--- src/dec_pkg.sv ---
// Shared widths, constants and stage types of the disc elastic collision pipeline.
package dec_pkg;

    // Field widths
    localparam int POS_W  = 16;
    localparam int VEL_W  = 16;
    localparam int MASS_W = 16;

    // Derived internal widths
    localparam int DM_W   = POS_W;            // |d_k|
    localparam int VM_W   = VEL_W;            // |v1_k - v2_k|
    localparam int MS_W   = MASS_W + 1;       // m1 + m2
    localparam int SQ_W   = 2 * DM_W;         // d_k^2
    localparam int D2_W   = SQ_W + 1;         // |d|^2
    localparam int PR_W   = VM_W + DM_W;      // |dv_k| * |d_k|
    localparam int DOT_W  = PR_W + 1;         // |(v1 - v2).d|
    localparam int MD_W   = MASS_W + DM_W;    // m * |d_k|
    localparam int DEN_W  = MS_W + D2_W;      // (m1 + m2) * |d|^2
    localparam int NUM_W  = MD_W + DOT_W + 1; // 2 * m * |d_k| * |dot|
    localparam int Q_W    = VEL_W + 2;        // quotient bits, bounded by 2*sqrt(2)*|dv|
    localparam int R_W    = DEN_W + Q_W + 1;  // remainder and shifted divisor
    localparam int T_W    = Q_W + 3;          // signed update and sum

    localparam int NQ     = 4;                // disc x, disc y, body x, body y

    localparam logic signed [T_W-1:0] VMAX = T_W'((2 ** (VEL_W - 1)) - 1);
    localparam logic signed [T_W-1:0] VMIN = -VMAX - T_W'(1);

    // Data that rides alongside the quotients
    typedef struct packed {
        logic [VEL_W-1:0] v1x;
        logic [VEL_W-1:0] v1y;
        logic [VEL_W-1:0] v2x;
        logic [VEL_W-1:0] v2y;
        logic [1:0]       flip;   // negate the x / y update
        logic             degen;
    } side_t;

    // One division stage
    typedef struct packed {
        logic [DEN_W-1:0]         den;
        logic [NQ-1:0][R_W-1:0]   rem;
        logic [NQ-1:0][Q_W-1:0]   quo;
        side_t                    side;
    } div_t;

endpackage

--- src/dec_back.sv ---
// Back stages: round quotients, apply signs, update velocities and saturate.
module dec_back (
    input  logic                      clk,
    input  logic                      rst_n,
    input  logic                      en,
    input  logic                      in_valid,
    input  dec_pkg::div_t             in_data,
    output logic                      out_valid,
    output logic [dec_pkg::VEL_W-1:0] disc_new_vel_x,
    output logic [dec_pkg::VEL_W-1:0] disc_new_vel_y,
    output logic [dec_pkg::VEL_W-1:0] body_new_vel_x,
    output logic [dec_pkg::VEL_W-1:0] body_new_vel_y,
    output logic                      degenerate,
    output logic                      saturated
);
    import dec_pkg::*;

    logic                   b1_vld_reg;
    logic signed [T_W-1:0]  b1_t_reg [NQ];
    side_t                  b1_side_reg;

    logic                   b2_vld_reg;
    logic [VEL_W-1:0]       b2_vel_reg [NQ];
    logic                   b2_degen_reg;
    logic                   b2_sat_reg;

    // Round to nearest and apply the sign
    logic signed [T_W-1:0]  t_next [NQ];
    logic [R_W-1:0]         rem2;
    logic [Q_W:0]           qr;

    always_comb
    begin
        rem2 = '0;
        qr   = '0;
        for (int j = 0; j < NQ; j++)
        begin
            rem2 = {in_data.rem[j][R_W-2:0], 1'b0};
            qr   = {1'b0, in_data.quo[j]} + (Q_W+1)'(rem2 >= R_W'(in_data.den));
            t_next[j] = in_data.side.flip[j % 2] ? -T_W'(qr) : T_W'(qr);
        end
    end

    // Update and clamp
    logic signed [T_W-1:0] base [NQ];
    logic signed [T_W-1:0] sum [NQ];
    logic [VEL_W-1:0]      vel_next [NQ];
    logic                  sat_next;

    always_comb
    begin
        base[0] = T_W'($signed(b1_side_reg.v1x));
        base[1] = T_W'($signed(b1_side_reg.v1y));
        base[2] = T_W'($signed(b1_side_reg.v2x));
        base[3] = T_W'($signed(b1_side_reg.v2y));
        sat_next = 1'b0;
        for (int j = 0; j < NQ; j++)
        begin
            sum[j] = (j < 2) ? base[j] - b1_t_reg[j] : base[j] + b1_t_reg[j];
            if (b1_side_reg.degen)
                vel_next[j] = base[j][VEL_W-1:0];
            else if (sum[j] > VMAX)
            begin
                vel_next[j] = VMAX[VEL_W-1:0];
                sat_next    = 1'b1;
            end
            else if (sum[j] < VMIN)
            begin
                vel_next[j] = VMIN[VEL_W-1:0];
                sat_next    = 1'b1;
            end
            else
                vel_next[j] = sum[j][VEL_W-1:0];
        end
    end

    always_ff @(posedge clk or negedge rst_n)
    begin
        if (!rst_n)
        begin
            b1_vld_reg <= 1'b0;
            b2_vld_reg <= 1'b0;
        end
        else if (en)
        begin
            b1_vld_reg <= in_valid;
            b2_vld_reg <= b1_vld_reg;
        end
    end

    always_ff @(posedge clk)
    begin
        if (en)
        begin
            for (int j = 0; j < NQ; j++)
            begin
                b1_t_reg[j]   <= t_next[j];
                b2_vel_reg[j] <= vel_next[j];
            end
            b1_side_reg  <= in_data.side;
            b2_degen_reg <= b1_side_reg.degen;
            b2_sat_reg   <= sat_next;
        end
    end

    assign out_valid      = b2_vld_reg;
    assign disc_new_vel_x = b2_vel_reg[0];
    assign disc_new_vel_y = b2_vel_reg[1];
    assign body_new_vel_x = b2_vel_reg[2];
    assign body_new_vel_y = b2_vel_reg[3];
    assign degenerate     = b2_degen_reg;
    assign saturated      = b2_sat_reg;

endmodule

--- config.mk ---
export PLATFORM = sky130hd
export DESIGN_NAME = dec_back
export DESIGN_NICKNAME = d
export VERILOG_FILES = /design/src/dec_pkg.sv /design/src/dec_back.sv
export SDC_FILE = /design/constraint.sdc
export NUM_CORES = 1
export LEC_CHECK = 0
export BUFFER_PORTS_ARGS = -buffer_cell sky130_fd_sc_hd__buf_2
export CORE_MARGIN = 3
export CORE_UTILIZATION = 50
export DETAILED_ROUTE_END_ITERATION = 10
export MAX_ROUTING_LAYER = met4
export PLACE_DENSITY_LB_ADDON = 0.25
export SYNTH_ARGS = -nofsm -noshare
export SYNTH_HDL_FRONTEND = slang
export SYNTH_SLANG_ARGS = --single-unit
--- constraint.sdc ---
create_clock -name clk -period 5.96 [get_ports clk]
set_input_delay 0.298 -clock clk [delete_from_list [all_inputs] [get_ports clk]]
set_output_delay 0.298 -clock clk [all_outputs]
set_load 0.05 [all_outputs]
Yosys cells after proc, flatten, opt, wreduce, memory -nomap -nowiden
Memories as Yosys holds them, arrays and structs flattened.
Cells that the tools add are included.
{"block": "classes", "reduce_logical": 0, "n_mux": 30, "n_mul": 0, "eq_ne": 0, "n_lt_le_gt_ge": 12, "addsub": 12, "n_div": 0, "n_shift": 0, "bitwise_logic": 0}
{"op": "$ge 69x50->1", "n": 4}
{"op": "$mux 16", "n": 12}
{"op": "$gt 21x16->1 const B", "n": 4}
{"op": "$lt 21x16->1 const B", "n": 4}
{"op": "$mux 21", "n": 4}
{"op": "$neg 19->21", "n": 4}
{"op": "$add 18x1->19", "n": 4}
{"op": "$add 16x21->21", "n": 2}
{"op": "$sub 16x21->21", "n": 2}
{"op": "$mux 1", "n": 14}
{"block": "totals", "ramBits": 148, "reg_bits": 69, "rom_bits": 0, "output_inout_bits": 67, "n_memories": 2, "wordCells": 65, "latch_bits": 0}
{"name": "b1_t_reg", "depth": 4, "word_bits": 21, "read_ports": 4, "rd_clocked_by_memory_dff": 0, "write_ports": 4, "line_no": "dec_back.sv:19", "rtl": "logic signed [T_W-1:0] b1_t_reg [NQ];"}
{"name": "b2_vel_reg", "depth": 4, "word_bits": 16, "read_ports": 4, "rd_clocked_by_memory_dff": 0, "write_ports": 4, "line_no": "dec_back.sv:23", "rtl": "logic [VEL_W-1:0] b2_vel_reg [NQ];"}

Longest topological paths before layout
Gate-level depths: netlist of the first run.
An unclocked memory read counts as a cell.
{"block": "depth", "ltp_word": 15, "depth_mapped": 25, "mapped_depth_nobuf": 24}

Worst setup path before layout of the first run
OpenSTA, ideal clock, no wires.
{"block": "synth_timing", "kind": "input -> register", "startpoint": "input in_data[445] in the netlist's numbering", "endpoint": "memory b1_t_reg[1][17] in the netlist's numbering, data pin", "slack_ns": 0.930, "stages": 22, "required_time_ns": 5.696, "setup_ns": 0.264, "arrival_time_ns": 4.766, "cell_sequence": "inv_1 -> ha_1 -> a21o_1 -> a21o_1 -> a21o_1 -> a21o_1 -> a21o_1 -> a21o_1 -> a221oi_1 -> o211ai_1 -> a221o_1 -> a41o_1 -> ha_1 -> ha_1 -> xor2_1 -> or3_1 -> a21o_1 -> or3_1 -> a211oi_1 -> nand4_1 -> o21ai_1 -> xnor2_1"}
{"item": "start, declared", "line_no": "dec_back.sv:7", "rtl": "input dec_pkg::div_t in_data,"}
{"item": "end, declared", "line_no": "dec_back.sv:19"}

==> results of run 1 <==
## final cells by class
cell class / count / area share, %
diodes: 20 / 0.203
repair buffers: 610 / 13.9
well taps: 518 / 2.63
clock buffers: 31 / 2.50
inverters: 169 / 2.57
multi-input cells: 1694 / 51.5
clock inverters: 11 / 0.360
flip-flops and latches: 217 / 26.4
## synthesized netlist by cell type, types with 5 or more instances
master / n / area (sq um)
o21a_1: 27 / 203
and3_1: 31 / 194
xnor2_1: 126 / 1100
o31ai_1: 9 / 67.6
o21ai_1: 14 / 70.1
o21ai_0: 100 / 500
nor3b_1: 5 / 37.5
nand2b_1: 21 / 131
nand3_1: 62 / 310
and4_1: 6 / 52.6
mux2i_1: 10 / 100
a21oi_2: 5 / 43.8
a41oi_1: 5 / 43.8
nand4_1: 71 / 444
o2111ai_1: 6 / 52.6
o31a_1: 6 / 52.6
nor2b_1: 42 / 263
buf_2: 10 / 50.1
a21o_1: 116 / 871
nor2_1: 92 / 345
a21boi_0: 7 / 52.6
a31oi_1: 13 / 81.3
or3_1: 14 / 87.6
o211ai_1: 9 / 67.6
nand3b_1: 7 / 52.6
nor3_1: 31 / 155
nor4_1: 27 / 169
and2_1: 10 / 62.6
edfxtp_1: 215 / 6460
nand2_1: 142 / 533
o21bai_1: 18 / 135
clkbuf_1: 34 / 128
xor2_1: 66 / 578
a21oi_1: 163 / 816
mux2_2: 8 / 90.1
ha_1: 288 / 3600
inv_1: 169 / 634
a211oi_1: 45 / 338
## timing repair
action | in CTS | in global routing
hold buffers | 66 | 0
resized for setup | 0 | 0
endpoints found under the hold margin | 67 | 0
## stage by stage
stage               power [uW]  area, sq um  util [%]
finish                    5600        24700      62.9
global route              5910        24600      62.9
global placement          4150        23200      59.3
floorplan                 3590        20100         -
CTS                       5600        24600      62.8
detailed placement        4210        23200      59.3
## worst max path at each step
| stage | startpoint | to | slack, ns | depth (start not counted) |
|---|---|---|---|---|
| global placement | in_data[445] | b1_t_reg[1][15] | 0.40 | 24 |
| global route | in_data[451] | b1_t_reg[0][18] | 0.41 | 22 |
| finish | in_data[445] | b1_t_reg[1][17] | 0.86 | 23 |
| detailed placement | in_data[445] | b1_t_reg[1][17] | 0.33 | 23 |
| floorplan | in_data[445] | b1_t_reg[1][17] | 0.93 | 22 |
| CTS | in_data[445] | b1_t_reg[1][17] | 0.87 | 23 |
## layer usage
metal | GRT usage (%) | up-vias | share of wire [%]
li1 | - | 9169 | -
met4 | 10.0 | 0 | 3.6
met2 | 54.6 | 546 | 53
met5 | - | - | 0
met1 | 30.9 | 8696 | 39
met3 | 3.72 | 118 | 5.1
## power groups by stage
| stage | clock, uW | sequential (uW) | combinational (uW) |
|---|---|---|---|
| finish | 1350 | 1980 | 2260 |
| global route | 1430 | 2000 | 2480 |
| CTS | 1370 | 1990 | 2240 |
| detailed placement | 0 | 2020 | 2190 |
| global placement | 0 | 2010 | 2140 |
| floorplan | 0 | 2240 | 1350 |
## cells by family (layout without fill, tap and decap cells)
| group | Yosys count | after routing |
|---|---|---|
| compound gates | 609 | 609 |
| xor+xnor | 192 | 192 |
| fa+ha+maj | 292 | 292 |
| buf+inv | 224 | 821 |
| flops | 217 | 217 |
| mux | 18 | 18 |
| other cells | 0 | 20 |
| simple gates | 583 | 583 |
==> results.toml, run 1 <==
[status]
run_status = "finished clean"

[power]
irDropWorstVdd_uv = 154
switching_share_pct = 36.4
p_clk_share_pct = 24.2
combPwrFrac_pct = 40.4
powerDensity_nw_per_um2 = 227
p_int_uw = 3560
p_leak_uw = 0.0114
p_seq_share_pct = 35.4
power_switching_uw = 2040

[floorplanning]
die_height_um = 206
io_pins = 536
core_area_sq_um = 39200
dieArea_sq_um = 42600
die_x_um = 206
rows = 72
start_util_pct = 51.2

[setup_path]
crit_family = "compound AO/OA/AOI/OAI gates"
startpoint_type = "input pin"
cp.required_ns = 6.24
cpMaxStageDelayCell = "or3_1"
worstReg2RegEnd = "b2_vel_reg[1][14]"
endpoint_kind = "flip-flop"
r2r_setup_slack_ns = 1.88
worst_path_most_repeated_cell = "a21o_1"
cp_data_arrival_time_ns = 5.38
slowest_delay_ns = 0.43
cp_max_fo = 4
path_buf_inv = 2
path_cells = "buf_2, inv_1, ha_1, a21o_1, a21o_1, a21o_1, a21o_1, a21o_1, a21o_1, a221oi_1, o211ai_1, a221o_1, a41o_1, ha_1, ha_1, xor2_1, or3_1, a21o_1, or3_1, a211oi_1, nand4_1, o21ai_1, xnor2_1"
critPathKind = "in2reg"
r2r_start = "b1_side_reg[35]"
ff2ff_path_depth = 14

[clock_tree]
cts_setup_buffers = 0
cts_made_buffers = 23
cts_tree = "done"
cts.sinks = 217
clkTransAtPathRegs_ns = 0.06
clkLatencyLatePin_ns = 0.54
cts_htree_levels = 1
cts_buffer_depth = 3
root_buffer = "clkbuf_16"

[sta]
setup_viol = 0
max_slew.worst_pin.slew_ns = 1.28
hold_slack_ns = 0.0167
slew_viol_final = 0
finalSetupTns_ns = 0
rsz0062_at_grt = "no"
max_slew_margin_pct = 13.8
min_period_ns = 5.10
timing.final.ws_setup_ns = 0.858
finalCritPeriodShare_pct = 85.6
hold_viol = 0
final.setup_skew_ns = 0.0283
fmax_ghz = 0.196

[final_layout]
fillers = 3280
mostFrequentLayoutCell = "buf_2"
area_growth_pct = 22.8
stdcell_count = 3270
largest_reg_flops = 84
drive_above_1_share_pct = 22.8
regArea_sq_um = 6510
multi_input_area_sq_um = 12700
layout_common_cells = "buf_2 (530), ha_1 (288), edfxtp_1 (215)"
final_nets = 3476

[synth]
synthAdderAreaFrac_pct = 18.3
synth_edf_count = 215
synth.cell_area_sq_um = 20100
avgSynthCellArea_sq_um = 9.40
synth_simple_gate_area_share_pct = 15.1
synthesis.nets = 2896
syn_inst = 2135
synth_top_family_by_area = "compound AO/OA/AOI/OAI gates"
synthFlopType = "edfxtp_1"
yosys.area_share.xor_xnor_pct = 8.38
ys_ff_latch = 217
synth_seq_area_share_pct = 32.4
postSynth.asyncResetShare_pct = 0.922
synthMuxAreaShare_pct = 0.947
synth_compound_area_share_pct = 20.5
synth_warnings = 0
yosysUniqueCellTypes = 91

[drt]
wl_per_cell_um = 19.2
dr_total_vias = 18500
drtIter0Drc = 889
drc_errors = 0
routed_wl_um = 62900
first_pass_iters = 5
antenna_left = 0
avgViaCountPerCell = 5.67

[hold_path]
hold_depth = 2
hold_class = "in2reg"
hp-start = "in_valid"
holdPathEnd = "b1_vld_reg"

[placement]
post-place-cells = 3142
post-place-ws_ns = 0.328
hpwl_um = 52200
gp_congestion = 0.965
numPortBuffers = 531

[grt]
grt_antenna_before_repair = 18
track_usage_pct = 28.9
grt_max_degree = 109
grt_pass1_vias = 18300
grt_first_pass_wirelength_um = 94600
overflow = 0

[job]
drv_cap = 0
Note: power is estimated with default switching activity, not from simulation.
==> run 2: changes to the inputs <==
CORE_AREA = 3 3 206 208   (was default)
CORE_MARGIN = default   (was 3)
CORE_UTILIZATION = default   (was 50)
DIE_AREA = 0 0 209 211   (was default)
clock period = 6.25 ns   (was 5.96 ns; I/O delays follow)
==> run 2 against run 1 <==
Die area rose by 3.5%. Final area rose by 0.18%. Total power fell by 3.4%. Register-to-register slack improved by 0.11 ns. Non-clock buffer count fell by 9. Critical path type unchanged. Largest power group unchanged.
==> results.toml, run 2 (same netlist as run 1, synthesis figures left out) <==
[status]
run_status = "finished clean"

[hold_path]
hp-start = "in_valid"
hold_depth = 2
hold_class = "in2reg"

[sta]
min_period_ns = 5.42
finalCritPeriodShare_pct = 86.7
rsz0062_at_grt = "no"
slew_viol_final = 0
hold_slack_ns = 0.0347
fmax_ghz = 0.184
max_slew_margin_pct = 18.5
timing.final.ws_setup_ns = 0.828
final.setup_skew_ns = 0.0141
setup_viol = 0
max_slew.worst_pin.slew_ns = 1.21
hold_viol = 0
finalSetupTns_ns = 0

[power]
p_clk_share_pct = 25.3
irDropWorstVdd_uv = 154
power_switching_uw = 1950
combPwrFrac_pct = 39.7
switching_share_pct = 36.0
power_uw = 5400
p_seq_share_pct = 35.0
p_leak_uw = 0.0114
p_int_uw = 3460
powerDensity_nw_per_um2 = 219

[floorplanning]
io_pins = 536
dieArea_sq_um = 44100
start_util_pct = 49.3
die_height_um = 211
core_area_sq_um = 40700
die_x_um = 209
rows = 74

[setup_path]
setup.worst_path.start = "in_data[445]"
crit_family = "compound AO/OA/AOI/OAI gates"
ff2ff_path_depth = 14
slowest_delay_ns = 0.46
path_depth = 23
worst_path_most_repeated_cell = "a21o_1"
cp.required_ns = 6.52
endpoint_kind = "flip-flop"
critPathKind = "in2reg"
path_cells = "buf_2, inv_1, ha_1, a21o_1, a21o_1, a21o_1, a21o_1, a21o_1, a21o_1, a221oi_1, o211ai_1, a221o_1, a41o_1, ha_1, ha_1, xor2_1, or3_1, a21o_1, or3_1, a211oi_1, nand4_1, o21ai_1, xnor2_1"
r2r_start = "b1_side_reg[35]"
cp_max_fo = 6
path_buf_inv = 2
cpMaxStageDelayCell = "a221oi_1"
startpoint_type = "input pin"
cp_data_arrival_time_ns = 5.69

[grt]
track_usage_pct = 28.4
grt_max_degree = 140
overflow = 0
grt_pass1_vias = 18400
grt_first_pass_wirelength_um = 97500
grt_antenna_before_repair = 30

[drt]
wl_per_cell_um = 19.4
met3RoutedLength_um = 3660
dr_total_vias = 18300
avgViaCountPerCell = 5.58
route.met2.wl_um = 34200
drtIter0Drc = 845
first_pass_iters = 6
highest_layer = "met4"
routed_wl_um = 63800
antenna_left = 0
drt-met1-wl_um = 24400
drc_errors = 0

[final_layout]
drive_above_1_share_pct = 22.8
fillers = 3513
layout_common_cells = "buf_2 (530), ha_1 (288), edfxtp_1 (215)"
utilization_pct = 60.6
area_growth_pct = 23.0
largest_reg_flops = 84
mostFrequentLayoutCell = "buf_2"
final_nets = 3466

[clock_tree]
clkLatencyLatePin_ns = 0.53
cts_buffer_depth = 3
cts_htree_levels = 1
cts_tree = "done"
cts_made_buffers = 22
clkTransAtPathRegs_ns = 0.06
cts.sinks = 217
root_buffer = "clkbuf_16"

[placement]
gp_congestion = 0.998
hpwl_um = 53400
numPortBuffers = 531
post-place-ws_ns = 0.326

[job]
drv_cap = 0
-- run 2: cell type report --
cell class / instances / area, sq um / area share (%)
clock inverter: 15 / 171 / 0.694
antenna: 34 / 85.1 / 0.344
multi-input combinational: 1694 / 12700 / 51.4
tap: 532 / 666 / 2.70
sequential: 217 / 6510 / 26.3
clock buffer: 25 / 583 / 2.36
timing repair buffer: 601 / 3370 / 13.6
inverter: 169 / 634 / 2.57
-- run 2: power by group through the flow --
| stage | sequential, uW | clock, uW | combinational (uW) |
|---|---|---|---|
| after floorplan | 2140 | 0 | 1290 |
| after global placement | 1920 | 0 | 2050 |
| after detailed placement | 1920 | 0 | 2090 |
| after CTS | 1890 | 1400 | 2140 |
| after global routing | 1900 | 1450 | 2370 |
| final | 1890 | 1370 | 2150 |
-- run 2: repair_timing --
action                    in CTS  in global routing
gates resized for setup        0                  0
hold endpoints to repair      66                  0
hold buffers                  65                  0
setup buffers                  0                  0
-- run 2: worst paths after layout --
kind                       slack, ns                 to
min reg2reg                     0.50          out_valid
max in group asynchronous       6.03         b1_vld_reg
max reg2reg                     1.99  b2_vel_reg[1][14]
min in group asynchronous       0.12          out_valid
min                             0.03         b1_vld_reg
max                             0.83    b1_t_reg[1][17]
-- run 2: metal layers --
layer	track usage (%)	up-vias
met1	31.0	8551
met2	53.5	518
met4	7.71	0
li1	-	9160
met5	-	-
met3	4.71	97
-- run 2: metrics by stage --
step	instance area, sq um	cells
floorplan	20100	2135
global placement	23200	3148
detailed placement	23200	3148
CTS	24600	3253
global route	24700	3278
finish	24700	3287
-- run 2: worst reg2reg max path, delay by kind of cell, from the launching register on --
kind / cells / cell delay (ns)
fa+ha+maj: 2 / 0.58
xor+xnor: 1 / 0.23
compound gates: 7 / 2.27
buf+inv: 2 / 0.16
simple gates: 2 / 0.31
flops: 1 / 0.43
